--- src/design/hrms_pkg.sv ---
// shared types and constants for the homing reciprocating motor sequencer
`default_nettype none

package hrms_pkg;

   localparam int ADC_W  = 12;
   localparam int ENC_W  = 16;
   localparam int AVG_W  = 28;
   localparam int DUTY_W = 16;
   localparam int CSR_IDX_W  = 3;
   localparam int CSR_DATA_W = 16;
   localparam int REQ_DATA_W = 32;
   localparam int RSP_DATA_W = 64;

   // register indexes
   localparam logic [CSR_IDX_W-1:0] REG_FILTER_GAIN    = 3'd0;
   localparam logic [CSR_IDX_W-1:0] REG_PEAK_THRESHOLD = 3'd1;
   localparam logic [CSR_IDX_W-1:0] REG_SETTLE_TICKS   = 3'd2;
   localparam logic [CSR_IDX_W-1:0] REG_TURN_FRACTION  = 3'd3;
   localparam logic [CSR_IDX_W-1:0] REG_PWM_PERIOD     = 3'd4;
   localparam logic [CSR_IDX_W-1:0] REG_DRIVE_LEVEL    = 3'd5;

   // register reset values
   localparam logic [15:0] RST_FILTER_GAIN    = 16'd131;
   localparam logic [11:0] RST_PEAK_THRESHOLD = 12'd1117;
   localparam logic [15:0] RST_SETTLE_TICKS   = 16'd5000;
   localparam logic [7:0]  RST_TURN_FRACTION  = 8'd90;
   localparam logic [15:0] RST_PWM_PERIOD     = 16'd1000;
   localparam logic [8:0]  RST_DRIVE_LEVEL    = 9'd128;

   // sequence phases
   localparam logic [1:0] PH_SEEK_LEFT  = 2'd0;
   localparam logic [1:0] PH_SEEK_RIGHT = 2'd1;
   localparam logic [1:0] PH_OPERATE    = 2'd2;
   localparam logic [1:0] PH_UNUSED     = 2'd3;

   typedef struct packed {
      logic [15:0]       filter_gain;
      logic [11:0]       peak_threshold;
      logic [15:0]       settle_ticks;
      logic [7:0]        turn_fraction;
      logic [DUTY_W-1:0] duty;
   } cfg_type;

   // pipeline stage control: load takes a word in, drain hands the held word on
   typedef struct packed {
      logic load;
      logic drain;
   } stage_ctl_type;

endpackage

`default_nettype wire

--- src/design/hrms_csr.sv ---
// configuration registers and the precomputed drive duty
`default_nettype none

module hrms_csr (
   input  wire logic                           clock,
   input  wire logic                           reset,
   input  wire logic                           csr_valid,
   output logic                                csr_ready,
   input  wire logic [hrms_pkg::CSR_IDX_W-1:0] csr_index,
   input  wire logic [hrms_pkg::CSR_DATA_W-1:0] csr_data,
   output hrms_pkg::cfg_type                   cfg
);
   import hrms_pkg::*;

   logic [15:0] gain_ff, gain_in;
   logic [11:0] thr_ff, thr_in;
   logic [15:0] settle_ff, settle_in;
   logic [7:0]  turn_ff, turn_in;
   logic [15:0] period_ff, period_in;
   logic [8:0]  level_ff, level_in;
   logic [DUTY_W-1:0] duty_ff, duty_in;
   logic [24:0] duty_prod;

   assign csr_ready = 1'b1;

   always_comb begin
      gain_in   = gain_ff;
      thr_in    = thr_ff;
      settle_in = settle_ff;
      turn_in   = turn_ff;
      period_in = period_ff;
      level_in  = level_ff;
      if (csr_valid) begin
         unique case (csr_index)
            REG_FILTER_GAIN:    gain_in   = csr_data;
            REG_PEAK_THRESHOLD: thr_in    = csr_data[11:0];
            REG_SETTLE_TICKS:   settle_in = csr_data;
            REG_TURN_FRACTION:  turn_in   = csr_data[7:0];
            REG_PWM_PERIOD:     period_in = csr_data;
            REG_DRIVE_LEVEL:    level_in  = csr_data[8:0];
            default: ;
         endcase
      end
   end

   // period * level >> 8, saturated; registered from the stored period and level
   assign duty_prod = period_ff * level_ff;
   assign duty_in   = duty_prod[24] ? {DUTY_W{1'b1}} : duty_prod[23:8];

   always_ff @(posedge clock) begin
      if (reset) begin
         gain_ff   <= RST_FILTER_GAIN;
         thr_ff    <= RST_PEAK_THRESHOLD;
         settle_ff <= RST_SETTLE_TICKS;
         turn_ff   <= RST_TURN_FRACTION;
         period_ff <= RST_PWM_PERIOD;
         level_ff  <= RST_DRIVE_LEVEL;
      end else begin
         gain_ff   <= gain_in;
         thr_ff    <= thr_in;
         settle_ff <= settle_in;
         turn_ff   <= turn_in;
         period_ff <= period_in;
         level_ff  <= level_in;
      end
   end

   always_ff @(posedge clock) begin
      duty_ff <= duty_in;
   end

   assign cfg.filter_gain    = gain_ff;
   assign cfg.peak_threshold = thr_ff;
   assign cfg.settle_ticks   = settle_ff;
   assign cfg.turn_fraction  = turn_ff;
   assign cfg.duty           = duty_ff;

endmodule

`default_nettype wire

--- src/design/hrms_filter.sv ---
// first-order low-pass filter stage on the current samples
`default_nettype none

module hrms_filter (
   input  wire logic                          clock,
   input  wire logic                          reset,
   input  wire hrms_pkg::stage_ctl_type       ctl,
   input  wire logic [hrms_pkg::ADC_W-1:0]    sample,
   input  wire logic [hrms_pkg::ENC_W-1:0]    enc,
   input  wire logic [15:0]                   gain,
   output logic                               valid,
   output logic [hrms_pkg::AVG_W-1:0]         avg,
   output logic [hrms_pkg::ENC_W-1:0]         enc_q
);
   import hrms_pkg::*;

   logic              valid_ff, valid_in;
   logic [AVG_W-1:0]  avg_ff, avg_in;
   logic [ENC_W-1:0]  enc_ff;
   logic signed [AVG_W:0]    diff;
   logic signed [AVG_W+17:0] prod;
   logic [AVG_W+1:0]         step;
   logic [AVG_W+1:0]         sum;

   // avg + floor(gain * ((sample << 16) - avg) / 2^16)
   assign diff = $signed({1'b0, sample, 16'b0}) - $signed({1'b0, avg_ff});
   assign prod = diff * $signed({1'b0, gain});
   assign step = prod[AVG_W+17:16];
   assign sum  = {2'b00, avg_ff} + step;

   assign avg_in   = ctl.load ? sum[AVG_W-1:0] : avg_ff;
   assign valid_in = ctl.load | (valid_ff & ~ctl.drain);

   always_ff @(posedge clock) begin
      if (reset) begin
         valid_ff <= 1'b0;
         avg_ff   <= '0;
      end else begin
         valid_ff <= valid_in;
         avg_ff   <= avg_in;
      end
   end

   always_ff @(posedge clock) begin
      if (ctl.load) begin
         enc_ff <= enc;
      end
   end

   assign valid = valid_ff;
   assign avg   = avg_ff;
   assign enc_q = enc_ff;

endmodule

`default_nettype wire

--- src/design/hrms_ctrl.sv ---
// homing and reciprocation sequencer with the result register
`default_nettype none

module hrms_ctrl (
   input  wire logic                           clock,
   input  wire logic                           reset,
   input  wire hrms_pkg::stage_ctl_type        ctl,
   input  wire hrms_pkg::cfg_type              cfg,
   input  wire logic [hrms_pkg::AVG_W-1:0]     avg,
   input  wire logic [hrms_pkg::ENC_W-1:0]     enc,
   output logic                                valid,
   output logic [hrms_pkg::DUTY_W-1:0]         duty_a,
   output logic [hrms_pkg::DUTY_W-1:0]         duty_b,
   output logic                                current_peak,
   output logic [1:0]                          phase,
   output logic [hrms_pkg::AVG_W-1:0]          filtered_current
);
   import hrms_pkg::*;

   // sequencer state
   logic [1:0]  phase_ff, phase_in;
   logic [1:0]  prev_ff, prev_in;
   logic [15:0] dwell_ff, dwell_in;
   logic [15:0] left_ff, left_in;
   logic [15:0] width_ff, width_in;
   logic [15:0] centre_ff, centre_in;
   logic        dir_ff, dir_in;

   // result register
   logic              valid_ff, valid_in;
   logic [DUTY_W-1:0] da_ff, da_in;
   logic [DUTY_W-1:0] db_ff, db_in;
   logic              peak_ff, peak_in;
   logic [AVG_W-1:0]  filt_ff;

   logic        accept;
   logic [16:0] end_sum;
   logic [16:0] end_sum_adj;
   logic signed [16:0] offset;
   logic signed [26:0] lhs;
   logic signed [24:0] rhs_prod;
   logic signed [26:0] rhs;
   logic signed [26:0] rhs_neg;
   logic        above;
   logic        below;

   assign peak_in = avg > {cfg.peak_threshold, 16'b0};

   // cross-multiply: 2*(enc-centre)/width vs turn/256
   assign offset   = $signed({enc[15], enc}) - $signed({centre_ff[15], centre_ff});
   assign lhs      = {offset[16], offset, 9'b0};
   assign rhs_prod = $signed({1'b0, cfg.turn_fraction}) * $signed(width_ff);
   assign rhs      = {{2{rhs_prod[24]}}, rhs_prod};
   assign rhs_neg  = -rhs;

   always_comb begin
      above = 1'b0;
      below = 1'b0;
      if (width_ff != 16'd0) begin
         if (width_ff[15]) begin
            above = lhs < rhs;
            below = lhs > rhs_neg;
         end else begin
            above = lhs > rhs;
            below = lhs < rhs_neg;
         end
      end
   end

   // centre rounds toward zero
   assign end_sum     = {enc[15], enc} + {left_ff[15], left_ff};
   assign end_sum_adj = end_sum + {16'b0, end_sum[16] & end_sum[0]};

   always_comb begin
      if (prev_ff != phase_ff) begin
         dwell_in = 16'd0;
      end else if (dwell_ff != 16'hFFFF) begin
         dwell_in = dwell_ff + 16'd1;
      end else begin
         dwell_in = dwell_ff;
      end
      prev_in = phase_ff;
      accept  = peak_in && (dwell_in > cfg.settle_ticks);

      phase_in  = phase_ff;
      left_in   = left_ff;
      width_in  = width_ff;
      centre_in = centre_ff;
      dir_in    = dir_ff;
      da_in     = '0;
      db_in     = '0;

      unique case (phase_ff)
         PH_SEEK_LEFT: begin
            da_in = cfg.duty;
            if (accept) begin
               left_in  = enc;
               phase_in = PH_SEEK_RIGHT;
            end
         end
         PH_SEEK_RIGHT: begin
            db_in = cfg.duty;
            if (accept) begin
               width_in  = enc - left_ff;
               centre_in = end_sum_adj[16:1];
               phase_in  = PH_OPERATE;
            end
         end
         PH_OPERATE: begin
            if (!dir_ff && above) begin
               dir_in = 1'b1;
            end else if (dir_ff && below) begin
               dir_in = 1'b0;
            end
            if (dir_in) begin
               da_in = cfg.duty;
            end else begin
               db_in = cfg.duty;
            end
         end
         default: ;
      endcase
   end

   assign valid_in = ctl.load | (valid_ff & ~ctl.drain);

   always_ff @(posedge clock) begin
      if (reset) begin
         valid_ff  <= 1'b0;
         phase_ff  <= PH_SEEK_LEFT;
         prev_ff   <= PH_SEEK_LEFT;
         dwell_ff  <= '0;
         left_ff   <= '0;
         width_ff  <= '0;
         centre_ff <= '0;
         dir_ff    <= 1'b0;
      end else begin
         valid_ff <= valid_in;
         if (ctl.load) begin
            phase_ff  <= phase_in;
            prev_ff   <= prev_in;
            dwell_ff  <= dwell_in;
            left_ff   <= left_in;
            width_ff  <= width_in;
            centre_ff <= centre_in;
            dir_ff    <= dir_in;
         end
      end
   end

   always_ff @(posedge clock) begin
      if (ctl.load) begin
         da_ff   <= da_in;
         db_ff   <= db_in;
         peak_ff <= peak_in;
         filt_ff <= avg;
      end
   end

   assign valid            = valid_ff;
   assign duty_a           = da_ff;
   assign duty_b           = db_ff;
   assign current_peak     = peak_ff;
   assign phase            = phase_ff;
   assign filtered_current = filt_ff;

endmodule

`default_nettype wire

--- src/design/homing_reciprocating_motor_sequencer.sv ---
// top level: input register, filter stage, sequencer stage and result register
//
//  channel | direction | handshake              | payload
//  --------+-----------+------------------------+---------------------------------------
//  req     | in        | req_tvalid/req_tready  | req_tdata: sample, encoder count
//  rsp     | out       | rsp_tvalid/rsp_tready  | rsp_tdata: duties, peak, phase, current
//  csr     | in        | csr_valid/csr_ready    | csr_index, csr_data
//
// three register stages: input word, filter update, sequencer with result register
// one word per cycle sustained while rsp_tready holds
// the filter multiply-accumulate is the loop that sets the per-cycle path
// each stage holds its word while the next one is full, so rsp stalls back up to req
// synchronous reset empties the pipeline and returns to seek left with defaults
`default_nettype none

module homing_reciprocating_motor_sequencer (
   input  wire logic                            clock,
   input  wire logic                            reset,
   input  wire logic                            req_tvalid,
   output logic                                 req_tready,
   // [11:0] adc_sample, [27:12] encoder_count, [31:28] zero
   input  wire logic [hrms_pkg::REQ_DATA_W-1:0] req_tdata,
   output logic                                 rsp_tvalid,
   input  wire logic                            rsp_tready,
   // [15:0] duty_a, [31:16] duty_b, [32] current_peak, [34:33] phase,
   // [62:35] filtered_current, [63] zero
   output logic [hrms_pkg::RSP_DATA_W-1:0]      rsp_tdata,
   input  wire logic                            csr_valid,
   output logic                                 csr_ready,
   input  wire logic [hrms_pkg::CSR_IDX_W-1:0]  csr_index,
   input  wire logic [hrms_pkg::CSR_DATA_W-1:0] csr_data
);
   import hrms_pkg::*;

   cfg_type       cfg;
   stage_ctl_type flt_ctl;
   stage_ctl_type seq_ctl;

   logic             in_valid_ff, in_valid_in;
   logic [ADC_W-1:0] in_sample_ff;
   logic [ENC_W-1:0] in_enc_ff;
   logic             req_take;

   logic             flt_valid;
   logic [AVG_W-1:0] flt_avg;
   logic [ENC_W-1:0] flt_enc;

   logic              out_valid;
   logic [DUTY_W-1:0] out_duty_a;
   logic [DUTY_W-1:0] out_duty_b;
   logic              out_peak;
   logic [1:0]        out_phase;
   logic [AVG_W-1:0]  out_filt;

   logic out_free;
   logic flt_free;
   logic in_free;

   // ready chain from the result side back to the input
   assign out_free = ~out_valid | rsp_tready;
   assign flt_free = ~flt_valid | out_free;
   assign in_free  = ~in_valid_ff | flt_free;

   assign req_tready = in_free;
   assign req_take   = req_tvalid & in_free;

   assign flt_ctl.load  = in_valid_ff & flt_free;
   assign flt_ctl.drain = flt_valid & out_free;
   assign seq_ctl.load  = flt_valid & out_free;
   assign seq_ctl.drain = out_valid & rsp_tready;

   assign in_valid_in = req_take | (in_valid_ff & ~flt_ctl.load);

   always_ff @(posedge clock) begin
      if (reset) begin
         in_valid_ff <= 1'b0;
      end else begin
         in_valid_ff <= in_valid_in;
      end
   end

   always_ff @(posedge clock) begin
      if (req_take) begin
         in_sample_ff <= req_tdata[ADC_W-1:0];
         in_enc_ff    <= req_tdata[ADC_W+ENC_W-1:ADC_W];
      end
   end

   hrms_csr u_csr (
      .clock     (clock),
      .reset     (reset),
      .csr_valid (csr_valid),
      .csr_ready (csr_ready),
      .csr_index (csr_index),
      .csr_data  (csr_data),
      .cfg       (cfg)
   );

   hrms_filter u_filter (
      .clock  (clock),
      .reset  (reset),
      .ctl    (flt_ctl),
      .sample (in_sample_ff),
      .enc    (in_enc_ff),
      .gain   (cfg.filter_gain),
      .valid  (flt_valid),
      .avg    (flt_avg),
      .enc_q  (flt_enc)
   );

   hrms_ctrl u_ctrl (
      .clock            (clock),
      .reset            (reset),
      .ctl              (seq_ctl),
      .cfg              (cfg),
      .avg              (flt_avg),
      .enc              (flt_enc),
      .valid            (out_valid),
      .duty_a           (out_duty_a),
      .duty_b           (out_duty_b),
      .current_peak     (out_peak),
      .phase            (out_phase),
      .filtered_current (out_filt)
   );

   assign rsp_tvalid = out_valid;
   assign rsp_tdata  = {1'b0, out_filt, out_phase, out_peak, out_duty_b, out_duty_a};

endmodule

`default_nettype wire

--- config.mk ---
export PLATFORM = sky130hd
export DESIGN_NAME = homing_reciprocating_motor_sequencer
export DESIGN_NICKNAME = d
export VERILOG_FILES = /design/src/design/hrms_pkg.sv /design/src/design/hrms_csr.sv /design/src/design/hrms_filter.sv /design/src/design/hrms_ctrl.sv /design/src/design/homing_reciprocating_motor_sequencer.sv
export SDC_FILE = /design/constraint.sdc
export NUM_CORES = 2
export LEC_CHECK = 0
export BUFFER_PORTS_ARGS = -buffer_cell sky130_fd_sc_hd__buf_2
export CAP_MARGIN = 30
export CORE_UTILIZATION = 55
export DETAILED_ROUTE_END_ITERATION = 16
export PLACE_DENSITY = 0.72
export SYNTH_ARGS = -nofsm -noshare
export SYNTH_HDL_FRONTEND = slang
export SYNTH_SLANG_ARGS = --single-unit
--- constraint.sdc ---
create_clock -name clock -period 16.19 [get_ports clock]
set_clock_uncertainty 0.1 [all_clocks]
set_input_delay 1.619 -clock clock [delete_from_list [all_inputs] [get_ports clock]]
set_output_delay 1.619 -clock clock [all_outputs]
set_load 0.05 [all_outputs]
==> results.md <==
- Hold Vio Cnt, Final: 0
- Initial antenna violation count: 3
- H-tree depth: 1
- Post-CTS sizing: 0
- Min-delay src: in_enc_ff[3]
- Setup slack, reg-to-reg: 4270 ps
- Post-synthesis mux area share: 0.7408%
- Total detailed-routing wirelength: 94.98 mm
- Number of diodes: 0
- GR Overflow Total: 0
- Min Clock Period, post-route: 11,920 ps
- Count of final setup violators: 0
- CP max stage delay: 870 ps
- Largest family of logic cells by synthesized area: adder cells
- Critical path launch point type: register
- Mapped cell area: between 0.04 and 0.05 mm2
- Hold Path Sink: u_filter.enc_q[3]
- Nets: 5,759
- WP data arrival: 12,270 ps
- Proportion of layout cells with a drive suffix above 1: 6.015%
- HPWL Detailed: 72.30 mm
- Vias in the first global route: 31,067
- Crit end category: register
- Post-synthesis cell count: roughly 4,700
- Worst-path clk slew: 70 ps
- R2r startpoint: u_filter.avg[1]
- Vias per inst: 5.422
- Die height: 275.2 um
- Violated checks: design-rule violations
- # hold bufs at CTS: 0
- Clk Latency, worst-skew pair: 610 ps
- Routed vias: around 31,000
- Max transition margin: 26.33%
- Post-Synth Simple-Gate Area: between 10% and 20%
- Worst path slowest cell: xor2_2
- CTS buffer count: 31
- WP data required: 16,540 ps
- Top_reg_cell synth: dfxtp_1
- Crit path top cell by count: fa_1
- Placed Cells: 5,637
- Hold Path Class: reg -> reg
- First-pass GRT wire length: about 160 mm
- Period utilisation layout: about three quarters
- Post-CTS Setup Repair Bufs: 0
- Hold path depth: 0
- GRT Resource Usage Total: between 20% and 30%
- Commonest non-fill, non-tap cell in the layout: inv_1
- CTS Sinks: roughly 300
- Die Wd: 275.2 um
- Commonest cells after routing, fill and taps aside: inv_1 (907), nand2_1 (723), fa_1 (637)
- Worst Reg2Reg Path Length in Cells: 40
- Initial DRC count: roughly 2,000
- R2R Path End: u_filter.avg[26]
- CTS root buffer: clkbuf_16
- Worst-Margin Slew: around 1100 ps
- Core Region: about 0.073 mm2
- Hold slack final: around 320 ps
- Status: finished, violations left
- Xor/xnor cell area share of the yosys netlist: 4.128%
- Synthesized Nets: 5,742
- CP Max Fanout: 16
- Synth cell types: 94
- Setup TNS: 0 ps
- Initial Utilization: 55.87%
- Io pins: 123
- Sequential share of the synthesized area: 17.10%
- Max-cap viol count: 0
- Worst-case clock buffer depth: 3
- Fin. max-slew vios: 0
- DRT Pass-1 Iters: 14
- Synth Area in Compound Gates: ~8%
- Fin cells: 5,697
- Syn Area/Cell: 8.739 um2
- RSZ-0062 raised after global routing: no
- WL per Instance: 16.67 um
- YS warnings: 0
- CTS tree: built
- Post-synth EDFFs: between 100 and 150
- Area grow syn2layout: 6.543%
- Crit Path Class: reg -> reg
- Largest net degree at the start of global routing: 166
- Placement Rows: 99
- Antenna-violating nets left: 0
- Die Footprint: 0.07572 mm2
- #FFs+latches synth: 298
- Number of port buffers: 116
- Adder-cell area share of the yosys netlist: 41.83%
- Routability cong.: 0.8670
- Max frequency: 83.89 MHz
- Post-synth ARST share: 0%
- Remaining DRCs: 3
-- worst max-delay path, delay by kind of cell, from the launching register on --
family	cells	cell delay, ps
flip-flops	1	400
buffers and inverters	4	240
AND/OR/NAND/NOR	14	2820
adder cells (fa/ha/maj)	9	4010
XOR/XNOR	2	1000
AO/OA/AOI/OAI	11	3190
-- per-layer routing --
metal	up-vias	GRT usage (%)	share of wire [%]
met4	0	4.900	1.9
met2	847	43.05	47
met1	15345	37.55	45
li1	14559	-	-
met3	136	2.811	6.2
met5	-	0	0
-- cells by family after synthesis --
family | count (synthesis)
AO/OA/AOI/OAI | 511
adder cells (fa/ha/maj) | 990
XOR/XNOR | 191
multiplexers | 30
buffers and inverters | 1100
AND/OR/NAND/NOR | 1574
other | 2
flip-flops | 298
-- area by class of cell --
type	instances	area [um2]
inverter	910	3417
tap	959	1200
multi-input combinational	3298	29940
clock inverter	23	251.5
timing repair buffer	174	1080
clock buffer	35	810.8
sequential	298	7024
fill	6416	29730
-- cell usage after synthesis (all sizes together) (4+ instances only) --
| master | count | share of area, % |
|---|---|---|
| nor3 | 55 | 0.67 |
| o2111ai | 5 | 0.12 |
| ha | 353 | 11 |
| a211oi | 22 | 0.43 |
| xnor2 | 123 | 2.6 |
| a31oi | 18 | 0.31 |
| nor2b | 35 | 0.53 |
| nor4 | 22 | 0.42 |
| nand4 | 26 | 0.40 |
| nand2 | 725 | 6.6 |
| nor2 | 249 | 2.3 |
| buf | 20 | 0.25 |
| o41ai | 4 | 0.085 |
| xor2 | 67 | 1.4 |
| a2111oi | 5 | 0.12 |
| nor4b | 4 | 0.12 |
| a21o | 49 | 0.90 |
| fa | 637 | 31 |
| a21boi | 6 | 0.11 |
| o21bai | 19 | 0.35 |
| nor3b | 8 | 0.15 |
| or3 | 13 | 0.20 |
| a221oi | 5 | 0.12 |
| and4 | 5 | 0.11 |
| dfxtp | 193 | 9.4 |
| or4 | 7 | 0.14 |
| a21oi | 221 | 2.7 |
| or2 | 6 | 0.091 |
| nand2b | 26 | 0.40 |
| nand3 | 45 | 0.55 |
| o21a | 28 | 0.52 |
| o31a | 6 | 0.15 |
| and3 | 14 | 0.21 |
| o31ai | 6 | 0.12 |
| edfxtp | 105 | 7.7 |
| and2 | 318 | 4.8 |
| mux2i | 27 | 0.66 |
| o21ai | 70 | 0.87 |
| inv | 908 | 8.3 |
| nand3b | 11 | 0.20 |
| o211ai | 13 | 0.25 |
| clkbuf | 170 | 1.6 |
-- how the worst max path moves through the flow --
stage                             endpoint             from  depth (start not counted)
after floorplan           u_filter.avg[27]  u_filter.avg[0]                         41
after global placement    u_filter.avg[26]  u_filter.avg[1]                         40
after detailed placement  u_filter.avg[26]  u_filter.avg[1]                         40
after CTS                 u_filter.avg[26]  u_filter.avg[1]                         40
after global routing      u_filter.avg[26]  u_filter.avg[1]                         40
final                     u_filter.avg[26]  u_filter.avg[1]                         40
-- registers in the layout (all words and copies together), names as in the netlist, 2 cells and up --
register	flops
u_ctrl.filtered_current	28
u_filter.avg	28
in_enc_ff	16
u_csr.duty_ff	16
u_csr.gain_ff	16
u_csr.period_ff	16
u_csr.settle_ff	16
u_ctrl.centre_ff	16
u_ctrl.duty_a	16
u_ctrl.duty_b	16
u_ctrl.dwell_ff	16
u_ctrl.left_ff	16
u_ctrl.width_ff	16
u_filter.enc_q	16
in_sample_ff	12
u_csr.thr_ff	12
u_csr.level_ff	9
u_csr.turn_ff	8
u_ctrl.phase	2
u_ctrl.prev_ff	2
-- through the flow --
step                      utilization, %  instance area, um2  setup WS, ps
after floorplan                        -               41040          6209
after global placement             57.95               42570          4588
after detailed placement           58.02               42620          4544
after CTS                          59.46               43680          4462
after global routing               59.53               43730          3769
final                              59.53               43730          4269
Power is left out: the tool's default activity adds up to more than one toggle a clock period on the data nets, which glitch-free logic cannot reach.
